[config.mk]
export PLATFORM = sky130hd
export DESIGN_NAME = texel_format_expander_core
export DESIGN_NICKNAME = d
export VERILOG_FILES = /design/src/rtl/tfe_pkg.sv /design/src/rtl/tfe_assembler.sv /design/src/rtl/tfe_expander.sv /design/src/rtl/texel_format_expander_core.sv
export SDC_FILE = /design/constraint.sdc
export NUM_CORES = 1
export LEC_CHECK = 0
export ABC_AREA = 1
export CORE_UTILIZATION = 55
export DETAILED_ROUTE_END_ITERATION = 6
export DONT_BUFFER_PORTS = 1
export PLACE_DENSITY = 0.78
export REMOVE_ABC_BUFFERS = 1
export SETUP_SLACK_MARGIN = 0.2
export SLEW_MARGIN = 30
export SYNTH_ARGS = -nofsm -noshare
export SYNTH_HDL_FRONTEND = slang
export SYNTH_SLANG_ARGS = --single-unit
[constraint.sdc]
create_clock -name clock -period 4.6 [get_ports clock]
set_clock_uncertainty 0.1 [all_clocks]
set_input_delay 0.92 -clock clock [delete_from_list [all_inputs] [get_ports clock]]
set_output_delay 0.92 -clock clock [all_outputs]
set_load 0.02 [all_outputs]
[src/rtl/tfe_pkg.sv]
// shared types, format codes and channel expansion functions for the texel format expander
package tfe_pkg;

   localparam logic [2:0] FMT_RGB888   = 3'd0;
   localparam logic [2:0] FMT_RGBA8888 = 3'd1;
   localparam logic [2:0] FMT_RGBA5551 = 3'd2;
   localparam logic [2:0] FMT_RGBA4444 = 3'd3;
   localparam logic [2:0] FMT_RGB565   = 3'd4;

   // 255/31 and 255/63 folded with reciprocals of 31 (2^18) and 63 (2^20)
   localparam logic [25:0] EXP5_MUL   = 26'd2156535;
   localparam int          EXP5_SHIFT = 18;
   localparam logic [28:0] EXP6_MUL   = 29'd4244475;
   localparam int          EXP6_SHIFT = 20;

   // completed pixel waiting for expansion
   typedef struct packed {
      logic       valid;
      logic [2:0] fmt;
      logic [7:0] b0;
      logic [7:0] b1;
      logic [7:0] b2;
      logic [7:0] last;
   } pixel_type;

   // red sits in the lowest byte
   typedef struct packed {
      logic [7:0] alpha;
      logic [7:0] blue;
      logic [7:0] green;
      logic [7:0] red;
   } rgba_type;

   function automatic logic [2:0] pixel_length(input logic [2:0] fmt);
      logic [2:0] len;
      case (fmt)
         FMT_RGB888:   len = 3'd3;
         FMT_RGBA8888: len = 3'd4;
         FMT_RGBA5551: len = 3'd2;
         FMT_RGBA4444: len = 3'd2;
         FMT_RGB565:   len = 3'd2;
         default:      len = 3'd0;
      endcase
      return len;
   endfunction

   function automatic logic [7:0] exp5(input logic [4:0] x);
      logic [25:0] prod;
      prod = 26'(x) * EXP5_MUL;
      return 8'(prod >> EXP5_SHIFT);
   endfunction

   function automatic logic [7:0] exp6(input logic [5:0] x);
      logic [28:0] prod;
      prod = 29'(x) * EXP6_MUL;
      return 8'(prod >> EXP6_SHIFT);
   endfunction

   function automatic logic [7:0] exp4(input logic [3:0] x);
      return {x, x};
   endfunction

endpackage

[src/rtl/tfe_assembler.sv]
// collects texel bytes into whole pixels and holds a completed pixel for expansion
module tfe_assembler (
   input  logic              clock,
   input  logic              reset,
   input  logic [2:0]        fmt,
   input  logic              accept,
   input  logic [7:0]        data_byte,
   input  logic              start_image,
   input  logic              advance,
   output tfe_pkg::pixel_type pixel
);
   import tfe_pkg::*;

   logic [1:0]  phase_ff, phase_in;
   logic [23:0] held_ff, held_in;
   pixel_type   pixel_ff, pixel_in;
   logic [1:0]  phase_eff;
   logic [2:0]  len;
   logic        complete;

   always_comb begin
      phase_eff = start_image ? 2'd0 : phase_ff;
      len       = pixel_length(fmt);
      complete  = (len != 3'd0) && (({1'b0, phase_eff} + 3'd1) >= len);

      phase_in = phase_ff;
      held_in  = held_ff;
      pixel_in = pixel_ff;
      if (advance) begin
         pixel_in.valid = 1'b0;
      end
      if (accept) begin
         if (len == 3'd0 || complete) begin
            phase_in = 2'd0;
         end else begin
            phase_in = phase_eff + 2'd1;
            case (phase_eff)
               2'd0:    held_in[7:0]   = data_byte;
               2'd1:    held_in[15:8]  = data_byte;
               2'd2:    held_in[23:16] = data_byte;
               default: held_in        = held_ff;
            endcase
         end
         if (complete) begin
            pixel_in.valid = 1'b1;
            pixel_in.fmt   = fmt;
            pixel_in.b0    = held_ff[7:0];
            pixel_in.b1    = held_ff[15:8];
            pixel_in.b2    = held_ff[23:16];
            pixel_in.last  = data_byte;
         end
      end
   end

   always_ff @(posedge clock) begin
      if (reset) begin
         phase_ff       <= 2'd0;
         held_ff        <= 24'd0;
         pixel_ff.valid <= 1'b0;
      end else begin
         phase_ff       <= phase_in;
         held_ff        <= held_in;
         pixel_ff.valid <= pixel_in.valid;
      end
      pixel_ff.fmt  <= pixel_in.fmt;
      pixel_ff.b0   <= pixel_in.b0;
      pixel_ff.b1   <= pixel_in.b1;
      pixel_ff.b2   <= pixel_in.b2;
      pixel_ff.last <= pixel_in.last;
   end

   assign pixel = pixel_ff;

endmodule

[src/rtl/tfe_expander.sv]
// expands one assembled pixel into 8-bit rgba channels
module tfe_expander (
   input  tfe_pkg::pixel_type pixel,
   output tfe_pkg::rgba_type  rgba
);
   import tfe_pkg::*;

   logic [15:0] p;

   always_comb begin
      p = {pixel.last, pixel.b0};
      case (pixel.fmt)
         FMT_RGB888: begin
            rgba.red   = pixel.b0;
            rgba.green = pixel.b1;
            rgba.blue  = pixel.last;
            rgba.alpha = 8'hff;
         end
         FMT_RGBA8888: begin
            rgba.red   = pixel.b0;
            rgba.green = pixel.b1;
            rgba.blue  = pixel.b2;
            rgba.alpha = pixel.last;
         end
         FMT_RGBA5551: begin
            rgba.red   = exp5(p[15:11]);
            rgba.green = exp5(p[10:6]);
            rgba.blue  = exp5(p[5:1]);
            rgba.alpha = p[0] ? 8'hff : 8'h00;
         end
         FMT_RGBA4444: begin
            rgba.red   = exp4(p[15:12]);
            rgba.green = exp4(p[11:8]);
            rgba.blue  = exp4(p[7:4]);
            rgba.alpha = exp4(p[3:0]);
         end
         default: begin
            rgba.red   = exp5(p[15:11]);
            rgba.green = exp6(p[10:5]);
            rgba.blue  = exp5(p[4:0]);
            rgba.alpha = 8'hff;
         end
      endcase
   end

endmodule

[src/rtl/texel_format_expander_core.sv]
// top level of the texel format expander: format register, pixel assembly, expansion, output
//
// usage:
//   req channel: one raw texel byte per request in req_tdata, req_tuser set on the first
//   byte of a new pixel stream (drops any partial pixel). rsp channel: one rgba8888 pixel
//   per completed input pixel (3, 4 or 2 bytes by format).
//   csr channel: writes pixel_format (0 rgb888, 1 rgba8888, 2 rgba5551, 3 rgba4444,
//   4 rgb565; other codes emit nothing). always ready; write only while idle.
// timing:
//   one request per cycle sustained while rsp_tready stays high. the pixel reaches rsp
//   through the assembly register and then the output register.
//   when rsp_tready is low one finished pixel can wait in the assembly register behind
//   the output register; req_tready drops only once both are full.
// reset:
//   synchronous, clears byte phase, held bytes, format (rgb888) and both valid flags.
module texel_format_expander_core (
   input  logic        clock,
   input  logic        reset,
   input  logic        req_tvalid,
   output logic        req_tready,
   input  logic [7:0]  req_tdata,   // [7:0] data_byte
   input  logic        req_tuser,   // [0] start_image
   output logic        rsp_tvalid,
   input  logic        rsp_tready,
   output logic [31:0] rsp_tdata,   // [7:0] red, [15:8] green, [23:16] blue, [31:24] alpha
   input  logic        csr_valid,
   output logic        csr_ready,
   input  logic [2:0]  csr_data     // [2:0] pixel_format
);
   import tfe_pkg::*;

   logic [2:0] fmt_ff, fmt_in;
   logic       rsp_valid_ff, rsp_valid_in;
   rgba_type   rsp_data_ff, rsp_data_in;
   pixel_type  pixel;
   rgba_type   rgba;
   logic       advance;
   logic       accept;

   assign csr_ready = 1'b1;
   assign advance   = !rsp_valid_ff || rsp_tready;
   assign req_tready = !pixel.valid || advance;
   assign accept    = req_tvalid && req_tready;

   tfe_assembler u_assembler (
      .clock       (clock),
      .reset       (reset),
      .fmt         (fmt_ff),
      .accept      (accept),
      .data_byte   (req_tdata),
      .start_image (req_tuser),
      .advance     (advance),
      .pixel       (pixel)
   );

   tfe_expander u_expander (
      .pixel (pixel),
      .rgba  (rgba)
   );

   always_comb begin
      fmt_in       = (csr_valid && csr_ready) ? csr_data : fmt_ff;
      rsp_valid_in = rsp_valid_ff;
      rsp_data_in  = rsp_data_ff;
      if (advance) begin
         rsp_valid_in = pixel.valid;
         rsp_data_in  = rgba;
      end
   end

   always_ff @(posedge clock) begin
      if (reset) begin
         fmt_ff       <= FMT_RGB888;
         rsp_valid_ff <= 1'b0;
      end else begin
         fmt_ff       <= fmt_in;
         rsp_valid_ff <= rsp_valid_in;
      end
      rsp_data_ff <= rsp_data_in;
   end

   assign rsp_tvalid = rsp_valid_ff;
   assign rsp_tdata  = rsp_data_ff;

`ifndef ASSERT_OFF
   // an empty output register always lets requests in
   a_ready_when_empty: assert property (@(posedge clock) disable iff (reset)
      !rsp_tvalid |-> req_tready)
      else $error("req_tready low with empty output register");

   // a new response only comes from a pixel held in the assembly register
   a_rsp_from_pixel: assert property (@(posedge clock) disable iff (reset)
      $rose(rsp_tvalid) |-> $past(pixel.valid))
      else $error("response without assembled pixel");

   // unused format codes never complete a pixel
   a_unused_format: assert property (@(posedge clock) disable iff (reset)
      accept && (fmt_ff > FMT_RGB565) && !pixel.valid |=> !pixel.valid)
      else $error("pixel completed under unused format code");
`endif

endmodule
==> results.md <==
- Crit path DAT: 4.29 ns
- Placeable core area: 0.0227 mm^2
- Grt met3 use: 0.0602
- Max Slew Vio Count: 0
- Number of vias per cell after detailed routing: 5.67
- Overall die area: 0.0238 mm^2
- Total leakage power: 7.13 nW
- Ratio of cells with drive above 1 in the final layout: 0.0374
- Met1 usage in global routing: 0.428
- Dominant combinational cell family by area after synthesis: adder cells
- Top Usage Layer GRT: met2
- Part of the Yosys area used for sequential elements: 0.206
- Multiplexer share of the synthesized area: 0
- Reg-to-reg setup timing slack: 0.32 ns
- Number of buffers between clock root and the deepest sink: 2
- Crit. Startpoint: u_assembler.pixel[27]$_DFFE_PP_
- Final #Nets: 2094
- Vias post-DR: 11900
- Warnings from Yosys: 0
- Compound-cell area share of the yosys netlist: 0.111
- Skew-Pair Late Insertion Delay: 0.35 ns
- Series of cell instances along the critical path: buf_4, fa_1, fa_1, inv_1, fa_1, inv_1, ha_1, a21o_1, a21boi_0, nor2_1, o21ai_0, nand3_1, nand2_1, nand3_1, nand2_1, inv_1
- Number of global-route vias before repair: 11300
- GRT Residual Overflow: 0
- Die W: 154 um
- # setup viols final: 0
- Dpl hpwl: 29.7 mm
- DR iter-0 viols: 967
- Simple-gate portion of the synthesized area: 0.269
- First drt pass iteration count: 7
- Initial standard-cell utilization of the core: 0.562
- Routed wire length: 35.5 mm
- Post-Synthesis Cell Area: 0.0128 mm^2
- Maximum clock frequency: 233 MHz
- Combined global-route utilization of all metal layers: 0.306
- Crit end category: flip-flop
- Sinks on the clock net: 98
- Setup crit start kind: flip-flop
- Data required, critical path: 4.61 ns
- Worst hold path startpoint: u_assembler.held_ff[9]$_SDFFE_PP0P_
- DRC violation count after routing: 0
- Met2 Usage GRT: 0.487
- Quantity of hold-fixing buffers added after cts: 0
- Slowest cell delay on critical path: 0.62 ns
- Crit Path Max Fanout: 4
- Total Negative Setup Slacks: 0 ns
- Pwr per Cell Area: 546 mW/mm^2
- Max IR drop VDD: 0.000303 V
- Maximum number of pins on one net before global-route repair: 36
- Initial antenna violation count: 0
- I/O pin cnt: 52
- Fin crit share: 0.931
- Avg Inst Size Synth: 7.16 um^2
- Adder-cell area share of the yosys netlist: 0.310
- Routed wirelength normalized by instance count: 16.9 um
- Worst max-slew margin expressed relative to the limit: 0.335
- Gate count after technology mapping: 1782
- Classification of the worst-slack hold path: flip-flop to flip-flop
- Xor/xnor cell area share of the yosys netlist: 0
- Final antenna-violating net count: 0
- Final Util: 0.601
- Clock tree from TritonCTS: built
- H-tree levels: 3
- Post-route minimum period: 4.28 ns
- Count of filler cells inserted in the layout: 2145
- Final Hold Vio Count: 0
- Start-to-end type of the worst setup path: flip-flop to flip-flop
- Clock Tree Root: clkbuf_16
- Relative area change from synthesis to final layout: 6.92%
- Site row count: 55
- Cts bufs inserted: 9
- Global-route wire length before repair: 57.3 mm
- Diodes inserted: 0
- Actual transition at the worst max-transition pin: 0.998 ns
- Unrepaired setup endpoints after global routing: no
- # Max-Cap Violations: 0
- Routability congestion estimate: 0.997
- Register bit count reported by yosys: 98
- Status: finished clean
- Number of port buffers: 0
- Cell type of the slowest stage on the worst timing path: fa_1
- Clock Pin Slew Worst Setup and Hold Paths: 0.07 ns
- Total power consumption of the routed design: 7.44 mW
- Post-synthesis cell type count: 34
- Reg-to-reg critical path startpoint: u_assembler.pixel[27]$_DFFE_PP_
- Vertical die dimension: 154 um
[kinds of logic after synthesis]
family                     count (synthesis)
AOI/OAI and AO/OA                        260
adders and majority gates                263
buffers and inverters                    347
DFF                                       98
other                                      1
and+or+nand+nor                          813
[sequential cells by signal (all words and copies together), names as in the netlist]
register,cells
fmt_ff,3
u_assembler.held_ff,24
u_assembler.pixel,36
rsp_tdata,32
rsp_tvalid,1
u_assembler.phase_ff,2
[worst paths after layout]
path / endpoint / depth (start not counted)
worst max register to register: rsp_tdata[22]$_DFFE_PP_ / 16
worst max-delay path: rsp_tdata[22]$_DFFE_PP_ / 16
worst min register to register: u_assembler.pixel[17]$_DFFE_PP_ / 0
worst min-delay path: u_assembler.pixel[17]$_DFFE_PP_ / 0
[final cells by class]
class / instances / area, um^2 / share of cell area
clock buffers: 9 / 225 / 0.0165
inverters: 332 / 1250 / 0.0914
flip-flops and latches: 98 / 2630 / 0.193
repair buffers: 36 / 270 / 0.0198
clock inverters: 7 / 96.3 / 0.00706
multi-input cells: 1337 / 8810 / 0.646
well taps: 285 / 357 / 0.0261
[cells in the mapped netlist]
cell type | count | area, um^2
nor3_1 | 22 | 110
conb_1 | 1 | 3.75
buf_2 | 3 | 15.0
nor2_2 | 1 | 6.26
a21o_1 | 15 | 113
edfxtp_1 | 67 | 2010
a31oi_1 | 2 | 12.5
nor2_1 | 146 | 548
nor3_2 | 2 | 20.0
a21oi_1 | 125 | 626
o21a_1 | 5 | 37.5
nand2_1 | 436 | 1640
clkbuf_1 | 9 | 33.8
nand4_1 | 37 | 231
o21ai_2 | 2 | 17.5
nand2_2 | 1 | 6.26
nor3b_1 | 1 | 7.51
o21ai_1 | 4 | 20.0
nand3_1 | 150 | 751
o31a_1 | 1 | 8.76
nand3b_1 | 10 | 75.1
o21bai_1 | 7 | 52.6
nor4_1 | 1 | 6.26
fa_1 | 88 | 1760
dfxtp_1 | 31 | 621
or2_2 | 6 | 37.5
ha_1 | 175 | 2190
o211ai_1 | 2 | 15.0
o21ai_0 | 88 | 440
buf_6 | 1 | 11.3
inv_1 | 332 | 1250
a21boi_0 | 6 | 45.0
a311oi_1 | 3 | 26.3
buf_4 | 2 | 15.0
[stage by stage]
stage / std cells / cell area, um^2 / worst slack (ns) / hold WS (ns)
finish: 2104 / 13600 / 0.317 / 0.333
global route: 2104 / 13600 / 0.200 / 0.338
CTS: 2093 / 13600 / 0.264 / 0.333
detailed placement: 2077 / 13200 / 0.288 / 0.315
global placement: 2077 / 13200 / 0.338 / 0.312
floorplan: 1767 / 12700 / 0.441 / 0.309
[power breakdown]
group	switching [mW]	internal, mW
combinational	3.46	1.90
sequential	0.184	1.10
clock	0.367	0.439
[worst max-delay path: cells and delay by family, from the launching register on]
family / cells / cell delay (ns)
adders and majority gates: 4 / 2.00
AOI/OAI and AO/OA: 3 / 0.68
DFF: 1 / 0.46
and+or+nand+nor: 5 / 0.43
buffers and inverters: 4 / 0.36
[metal layers]
| layer | wire [um] | part of all wire | vias up |
|---|---|---|---|
| met5 | 0 | 0 | - |
| met3 | 3120 | 0.088 | 50 |
| met4 | 694 | 0.020 | 0 |
| met1 | 16000 | 0.45 | 5558 |
| met2 | 15800 | 0.44 | 474 |
| li1 | - | - | 5842 |
[timing repair]
item                                    4_1_cts  5_1_grt
buffers inserted                              0       11
resized for setup                             0        5
endpoints found under the setup margin        0       16
[placed cells by master (no fill, tap or decap), types with 5 or more instances in the layout]
cell type and count:
nand3b_1 10, clkbuf_16 9, o21a_1 5, nor2_1 146
edfxtp_1 67, o21bai_1 7, inv_1 332, a21oi_1 125
buf_4 36, nand3_1 150, a21o_1 15, a21boi_0 5
fa_1 85, ha_1 175, o21ai_1 5, nor3_1 22
or2_2 6, o21ai_0 87, dfxtp_1 31, nand2_1 435
nand4_1 37
Power figures use the tool's default switching activity.
